`config.mk`:
```
export PLATFORM = sky130hd
export DESIGN_NAME = rsa_kd_ctrl
export DESIGN_NICKNAME = d
export VERILOG_FILES = /design/src/rtl/rsa_kd_pkg.sv /design/src/rtl/rsa_kd_ctrl.sv
export SDC_FILE = /design/constraint.sdc
export NUM_CORES = 1
export LEC_CHECK = 0
export ABC_AREA = 0
export BUFFER_PORTS_ARGS = -buffer_cell sky130_fd_sc_hd__buf_2
export CAP_MARGIN = 20
export CELL_PAD_IN_SITES_DETAIL_PLACEMENT = 0
export CELL_PAD_IN_SITES_GLOBAL_PLACEMENT = 1
export CORE_MARGIN = 2
export CORE_UTILIZATION = 33
export DETAILED_ROUTE_END_ITERATION = 6
export GPL_TIMING_DRIVEN = 0
export HOLD_SLACK_MARGIN = 0.15
export PLACE_DENSITY_LB_ADDON = 0.2
export SYNTH_ARGS = -nofsm -noshare
export SYNTH_HDL_FRONTEND = slang
export SYNTH_SLANG_ARGS = --single-unit
```
`constraint.sdc`:
```
create_clock -name i_clk -period 4.4 [get_ports i_clk]
set_clock_uncertainty 0.2 [all_clocks]
set_input_delay 0.88 -clock i_clk [delete_from_list [all_inputs] [get_ports i_clk]]
set_output_delay 0.88 -clock i_clk [all_outputs]
set_load 0.1 [all_outputs]
```
`src/rtl/rsa_kd_pkg.sv`:
```
`timescale 1ns / 1ps
// ----------------------------------------------------------------------------
// RSA key derivation package
// Shared types, constants and state encoding for the key derivation block.
// ----------------------------------------------------------------------------
package rsa_kd_pkg;

    localparam int PRIME_BITS = 16;
    localparam int WORD_BITS  = 32;
    localparam int COEF_BITS  = 64;
    localparam int MAX_STEPS  = 64;
    localparam int STEP_BITS  = $clog2(MAX_STEPS);
    localparam int DIV_CNT_BITS = $clog2(WORD_BITS + 1);

    typedef struct packed {
        logic [15:0] prime_p;
        logic [15:0] prime_q;
        logic [31:0] public_exponent;
    } t_in_item;

    typedef struct packed {
        logic [31:0] modulus;
        logic [31:0] private_exponent;
        logic [31:0] common_divisor;
        logic        invertible;
    } t_out_item;

    typedef enum logic [3:0] {
        ST_IDLE,
        ST_MUL,
        ST_FWD_CHECK,
        ST_DIV,
        ST_DIV_WAIT,
        ST_BACK_RD,
        ST_BACK_MUL,
        ST_BACK_UPD,
        ST_FINISH
    } t_state;

    // controller -> datapath
    typedef struct packed {
        logic load;
        logic mul_lo;
        logic div_start;
        logic div_step;
        logic div_commit;
        logic back_init;
        logic back_rd;
        logic back_mul;
        logic back_upd;
        logic finish;
    } t_ctrl;

    // datapath -> controller
    typedef struct packed {
        logic a_zero;
        logic depth_full;
        logic div_done;
        logic back_done;
    } t_stat;

endpackage

```
`src/rtl/rsa_kd_ctrl.sv`:
```
`timescale 1ns / 1ps
// ----------------------------------------------------------------------------
// RSA key derivation controller
// Sequences multiply, Euclid division steps and back-substitution.
// ----------------------------------------------------------------------------
module rsa_kd_ctrl (
    input  logic              i_clk,
    input  logic              i_rst_n,
    input  logic              i_start,
    input  rsa_kd_pkg::t_stat i_stat,
    output rsa_kd_pkg::t_ctrl o_ctrl,
    output logic              o_busy,
    output logic              o_done
);

    rsa_kd_pkg::t_state r_state, n_state;
    logic r_first, n_first;
    logic r_done, n_done;

    always_ff @(posedge i_clk) begin
        if (!i_rst_n) begin
            r_state <= rsa_kd_pkg::ST_IDLE;
            r_first <= 1'b0;
            r_done  <= 1'b0;
        end else begin
            r_state <= n_state;
            r_first <= n_first;
            r_done  <= n_done;
        end
    end

    always_comb begin
        n_state = r_state;
        n_first = r_first;
        n_done  = 1'b0;
        o_ctrl  = '0;
        unique case (r_state)
            rsa_kd_pkg::ST_IDLE: begin
                if (i_start) begin
                    o_ctrl.load = 1'b1;
                    n_state = rsa_kd_pkg::ST_MUL;
                end
            end
            rsa_kd_pkg::ST_MUL: begin
                o_ctrl.mul_lo = 1'b1;
                n_first = 1'b1;
                n_state = rsa_kd_pkg::ST_FWD_CHECK;
            end
            rsa_kd_pkg::ST_FWD_CHECK: begin
                if (r_first) begin
                    // load b = phi on the first step even when e is zero
                    o_ctrl.div_start = 1'b1;
                    n_first = 1'b0;
                end
                if (i_stat.a_zero || i_stat.depth_full) begin
                    o_ctrl.back_init = 1'b1;
                    n_state = rsa_kd_pkg::ST_BACK_RD;
                end else begin
                    o_ctrl.div_start = 1'b1;
                    n_state = rsa_kd_pkg::ST_DIV;
                end
            end
            rsa_kd_pkg::ST_DIV: begin
                o_ctrl.div_step = 1'b1;
                if (i_stat.div_done) begin
                    o_ctrl.div_step = 1'b0;
                    n_state = rsa_kd_pkg::ST_DIV_WAIT;
                end
            end
            rsa_kd_pkg::ST_DIV_WAIT: begin
                o_ctrl.div_commit = 1'b1;
                n_state = rsa_kd_pkg::ST_FWD_CHECK;
            end
            rsa_kd_pkg::ST_BACK_RD: begin
                if (i_stat.back_done) begin
                    n_state = rsa_kd_pkg::ST_FINISH;
                end else begin
                    o_ctrl.back_rd = 1'b1;
                    n_state = rsa_kd_pkg::ST_BACK_MUL;
                end
            end
            rsa_kd_pkg::ST_BACK_MUL: begin
                o_ctrl.back_mul = 1'b1;
                n_state = rsa_kd_pkg::ST_BACK_UPD;
            end
            rsa_kd_pkg::ST_BACK_UPD: begin
                o_ctrl.back_upd = 1'b1;
                n_state = rsa_kd_pkg::ST_BACK_RD;
            end
            rsa_kd_pkg::ST_FINISH: begin
                o_ctrl.finish = 1'b1;
                n_done = 1'b1;
                n_state = rsa_kd_pkg::ST_IDLE;
            end
            default: n_state = rsa_kd_pkg::ST_IDLE;
        endcase
    end

    assign o_busy = (r_state != rsa_kd_pkg::ST_IDLE);
    assign o_done = r_done;

endmodule

```
### After elaboration in Yosys (flattened, before gate mapping)

Cells that the tools add are included.

* register bits: 6
* input port bits: 7
* output and inout port bits: 12
* word-level logic and storage cells: 41

* equal/unequal tests: 10
* multiplexer cells: 22
* reduce and logical (&&, ||, !) cells: 6

Operators by type and width (count)
* one-hot mux 4 bit (7 select lines): 1
* == test 4 x 3 -> 1 bit (second input constant): 4
* two-way mux 1 bit: 16
* two-way mux 4 bit: 3
* == test 4 x 2 -> 1 bit (second input constant): 2
* == test 4 x 1 -> 1 bit (second input constant): 1
* == test 4 bit (second input constant): 1
* zero test 4 bit: 1
* != test 2 bit (second input constant): 2
* nonzero test 4 bit: 1
* two-way mux 3 bit: 1
* one-hot mux 1 bit (2 select lines): 1
* AND reduction 2 bit: 1
* nonzero test 2 bit: 1
* OR reduction 2 bit: 1
* logical OR 1 bit: 1

### Longest topological paths before layout

* word-level depth: 3
* mapped depth: 5
* depth with buffers taken out: 4

### Worst setup path before layout

OpenSTA, ideal clock, no wires.

* path kind: input-to-output
* start: input port i_stat[1] in the netlist's numbering
* end: output port o_ctrl[6] in the netlist's numbering
* arrival time: 3.969 ns
* data required time: 3.320 ns
* slack: -0.649 ns
* stages on the path: 1
* buffers on the path: 0
* cells stage by stage: nor4b_1

* word-level cells in the longest chain between the ends: 2

Ends and longest elaborated chain
* from (decl): RTL line rsa_kd_ctrl.sv:10 `input rsa_kd_pkg::t_stat i_stat,`
* two-way mux 1 bit: RTL line rsa_kd_ctrl.sv:65 `if (i_stat.div_done) begin`
* two-way mux 1 bit: RTL line rsa_kd_ctrl.sv:37 `unique case (r_state)`
* to (decl): RTL line rsa_kd_ctrl.sv:11 `output rsa_kd_pkg::t_ctrl o_ctrl,`

No other way between the ends.

==> results.sh <==
export IMPL_path_cells="buf_6 -> nand2b_4 -> or3b_4 -> nor2_4 -> buf_2"
export IMPL_worst_r2r_cell_count=5
export IMPL_crit_family="simple AND/OR/NAND/NOR gates"
export IMPL_syn_nets=61
export IMPL_synth_edf_count=0
export IMPL_drcViolationCount=0
export IMPL_synth_fa_ha_area_frac=0
export IMPL_critPathMaxFanout=9
export IMPL_critPathArrivalTime_ns=1.80
export IMPL_synth_compound_area_frac=0.1615
export IMPL_drtPass1Iterations=2
export IMPL_worst_setup_path_type="reg -> out"
export IMPL_antenna_found_initial=0
export IMPL_dpl_cell_area_um2=563.0
export IMPL_numClockSinks=6
export IMPL_switching_share=0.4213
export IMPL_clkPwrFrac=0.270
export IMPL_nNetsFinal=84
export IMPL_final_core_util=0.4615
export IMPL_min_to="r_first$_SDFFE_PN0P_"
export IMPL_io_pins=19
export IMPL_async_reset_ff_frac=0
export IMPL_crit_start="r_state[3]$_SDFFE_PN0P_"
export IMPL_setup_viol=0
export IMPL_area_delta_synth_final_pct=32.58
export IMPL_layout_commonest_cell="buf_2"
export IMPL_ant_nets=0
export IMPL_slew_viol_final=0
export IMPL_tritoncts="built"
export IMPL_gp_congestion=0.7496
export IMPL_worstReg2RegEnd="r_state[2]$_SDFFE_PN0P_"
export IMPL_intPower_mw=0.1075
export IMPL_seqPwrFrac=0.333
export IMPL_final_cell_area_um2=585.6
export IMPL_slew_headroom=0.6798
export IMPL_core_um2=1269
export IMPL_cp_start_kind="flop"
export IMPL_p_leak_nw=0.2744
export IMPL_dr_first_iter_drc_count=1
export IMPL_cts_hold_buf=0
export IMPL_n_antenna_cell=0
export IMPL_combinationalPowerShare=0.396
export IMPL_hold_slack_ns=0.4237
export IMPL_grt_pass1_wl_mm=1.725
export IMPL_post_cts_buffers=0
export IMPL_synthMuxAreaShare=0
export IMPL_hp_start="r_first$_SDFFE_PN0P_"
export IMPL_dp_cells=87
export IMPL_grt_max_degree=11
export IMPL_start_util=0.3481
export IMPL_avgViaCountPerCell=5.044
export IMPL_wl_mm=1.104
export IMPL_ys_warn_count=0
export IMPL_period_share=0.6544
export IMPL_fp_row_count=13
export IMPL_rsz0062_at_grt="no"
export IMPL_cts_htree_levels=1
export IMPL_synthCells=54
export IMPL_die_h_um=40.59
export IMPL_cp_buffers_inverters=2
export IMPL_final_cell_mix="buf_2, nor2_1, dfxtp_1"
export IMPL_critPathCaptureType="primary output"
export IMPL_synthFlopType="dfxtp_1"
export IMPL_cts_made_buffers=3
export IMPL_period_minus_slack_ns=2.879
export IMPL_drv_cap=0
export IMPL_drive_gt1_frac=0.4400
export IMPL_avgSynthCellArea_um2=8.179
export IMPL_outcome="finished clean"
export IMPL_power_density_nw_per_um2=317.2
export IMPL_vias=454
export IMPL_path_clk_slew_ns=0.05
export IMPL_ff2ff_setup_slack_ns=2.85
export IMPL_timing_setup_tns_ns=0
export IMPL_post_place_ws_ns=1.612
export IMPL_power_mw=0.1858
export IMPL_netlist_area_um2=441.7
export IMPL_r2r_start="r_state[3]$_SDFFE_PN0P_"
export IMPL_slowest_delay_ns=0.44
export IMPL_wire_per_inst_um=12.27
export IMPL_required_ns=3.32
export IMPL_worst_slew_pin_slew_ns=0.4836
export IMPL_whs_path_depth=3
export IMPL_maxClockFrequency_mhz=347.3
export IMPL_setup_ws_ns=1.521
export IMPL_die_area_um2=1647
export IMPL_final_cell_count_no_fill=90
export IMPL_ir_worst_vdd_mv=0.2025
export IMPL_cts_buffer_depth=2
export IMPL_worst_path_max_delay_cell="buf_2"
export IMPL_n_fill_cell=134
export IMPL_ys_ff_latch=6
export IMPL_hold_viol=0
export IMPL_synth_cell_types=25
export IMPL_yosys_area_share_simple=0.4391
export IMPL_dp_hpwl_um=806.4
export IMPL_cts_resized=0
export IMPL_grt_pass1_vias=398
export IMPL_seq_area_frac_synth=0.2720
export IMPL_gr_usage_all_layers=0.1606
export IMPL_gr_total_overflow=0
export IMPL_worstSkewPairLatency_ns=0.24
export IMPL_die_w_um=40.59
export IMPL_port_buffers=18
export IMPL_synth_top_family_by_area="simple AND/OR/NAND/NOR gates"
export IMPL_hp_class="reg -> reg"
export IMPL_p_switching_mw=0.07826
export IMPL_clock_tree_root_cell="clkbuf_4"
export IMPL_synth_xor_area_frac=0
[synthesized netlist by cell type (all sizes together) (2+ instances only)]
| library cell | n | area [um^2] |
|---|---|---|
| nor2 | 10 | 45.04 |
| dfxtp | 6 | 120.1 |
| buf | 5 | 52.55 |
| nand2 | 4 | 15.01 |
| nor3 | 4 | 20.02 |
| nor4b | 3 | 26.28 |
| o21ai | 3 | 15.01 |
| a21oi | 2 | 10.01 |
| and2 | 2 | 12.51 |
| nand2b | 2 | 20.02 |
| nand3b | 2 | 15.01 |
[tightest hold or removal path, stage by stage (launching register included)]
cell	delay, ns
dfxtp_1	0.34
o31ai_1	0.07
o21ai_0	0.06
and2_1	0.12
[how the worst max path moves through the flow]
stage / end / cells after the start
floorplan: o_ctrl[6] / 1
finish: o_ctrl[3] / 5
global placement: o_ctrl[6] / 3
CTS: o_ctrl[3] / 5
detailed placement: o_ctrl[6] / 3
global route: o_ctrl[3] / 5
[area by class of cell]
| type | instances | area [um^2] | area share |
|---|---|---|---|
| multi-input combinational | 42 | 277.8 | 0.4744 |
| sequential | 6 | 120.1 | 0.2051 |
| timing repair buffer | 18 | 90.09 | 0.1538 |
| buffer | 5 | 52.55 | 0.08974 |
| clock buffer | 3 | 22.52 | 0.03846 |
| tap | 15 | 18.77 | 0.03205 |
| inverter | 1 | 3.754 | 0.006410 |
[power groups by stage]
stage	clock, mW	combinational [mW]	sequential, mW
after floorplan	0	0.0611	0.0620
after global placement	0	0.0734	0.0631
after detailed placement	0	0.0741	0.0630
after CTS	0.0526	0.0741	0.0620
after global routing	0.0553	0.0786	0.0623
final	0.0502	0.0736	0.0619
[registers in the layout, summed over array words and instances (netlist names)]
register	cells
r_state	4
r_first	1
o_done	1
[layer usage]
layer / routed length, um / GRT usage
met5: 0 / 0
met4: 0 / 0
met3: 58 / 0.06667
met2: 535 / 0.2659
met1: 510 / 0.2053
[cells by family (layout without fill, tap and decap cells)]
group | Yosys count | after routing
AOI/OAI and AO/OA | 10 | 10
buffers and inverters | 6 | 27
DFF | 6 | 6
and+or+nand+nor | 32 | 32
Note: power is estimated with default switching activity, not from simulation.
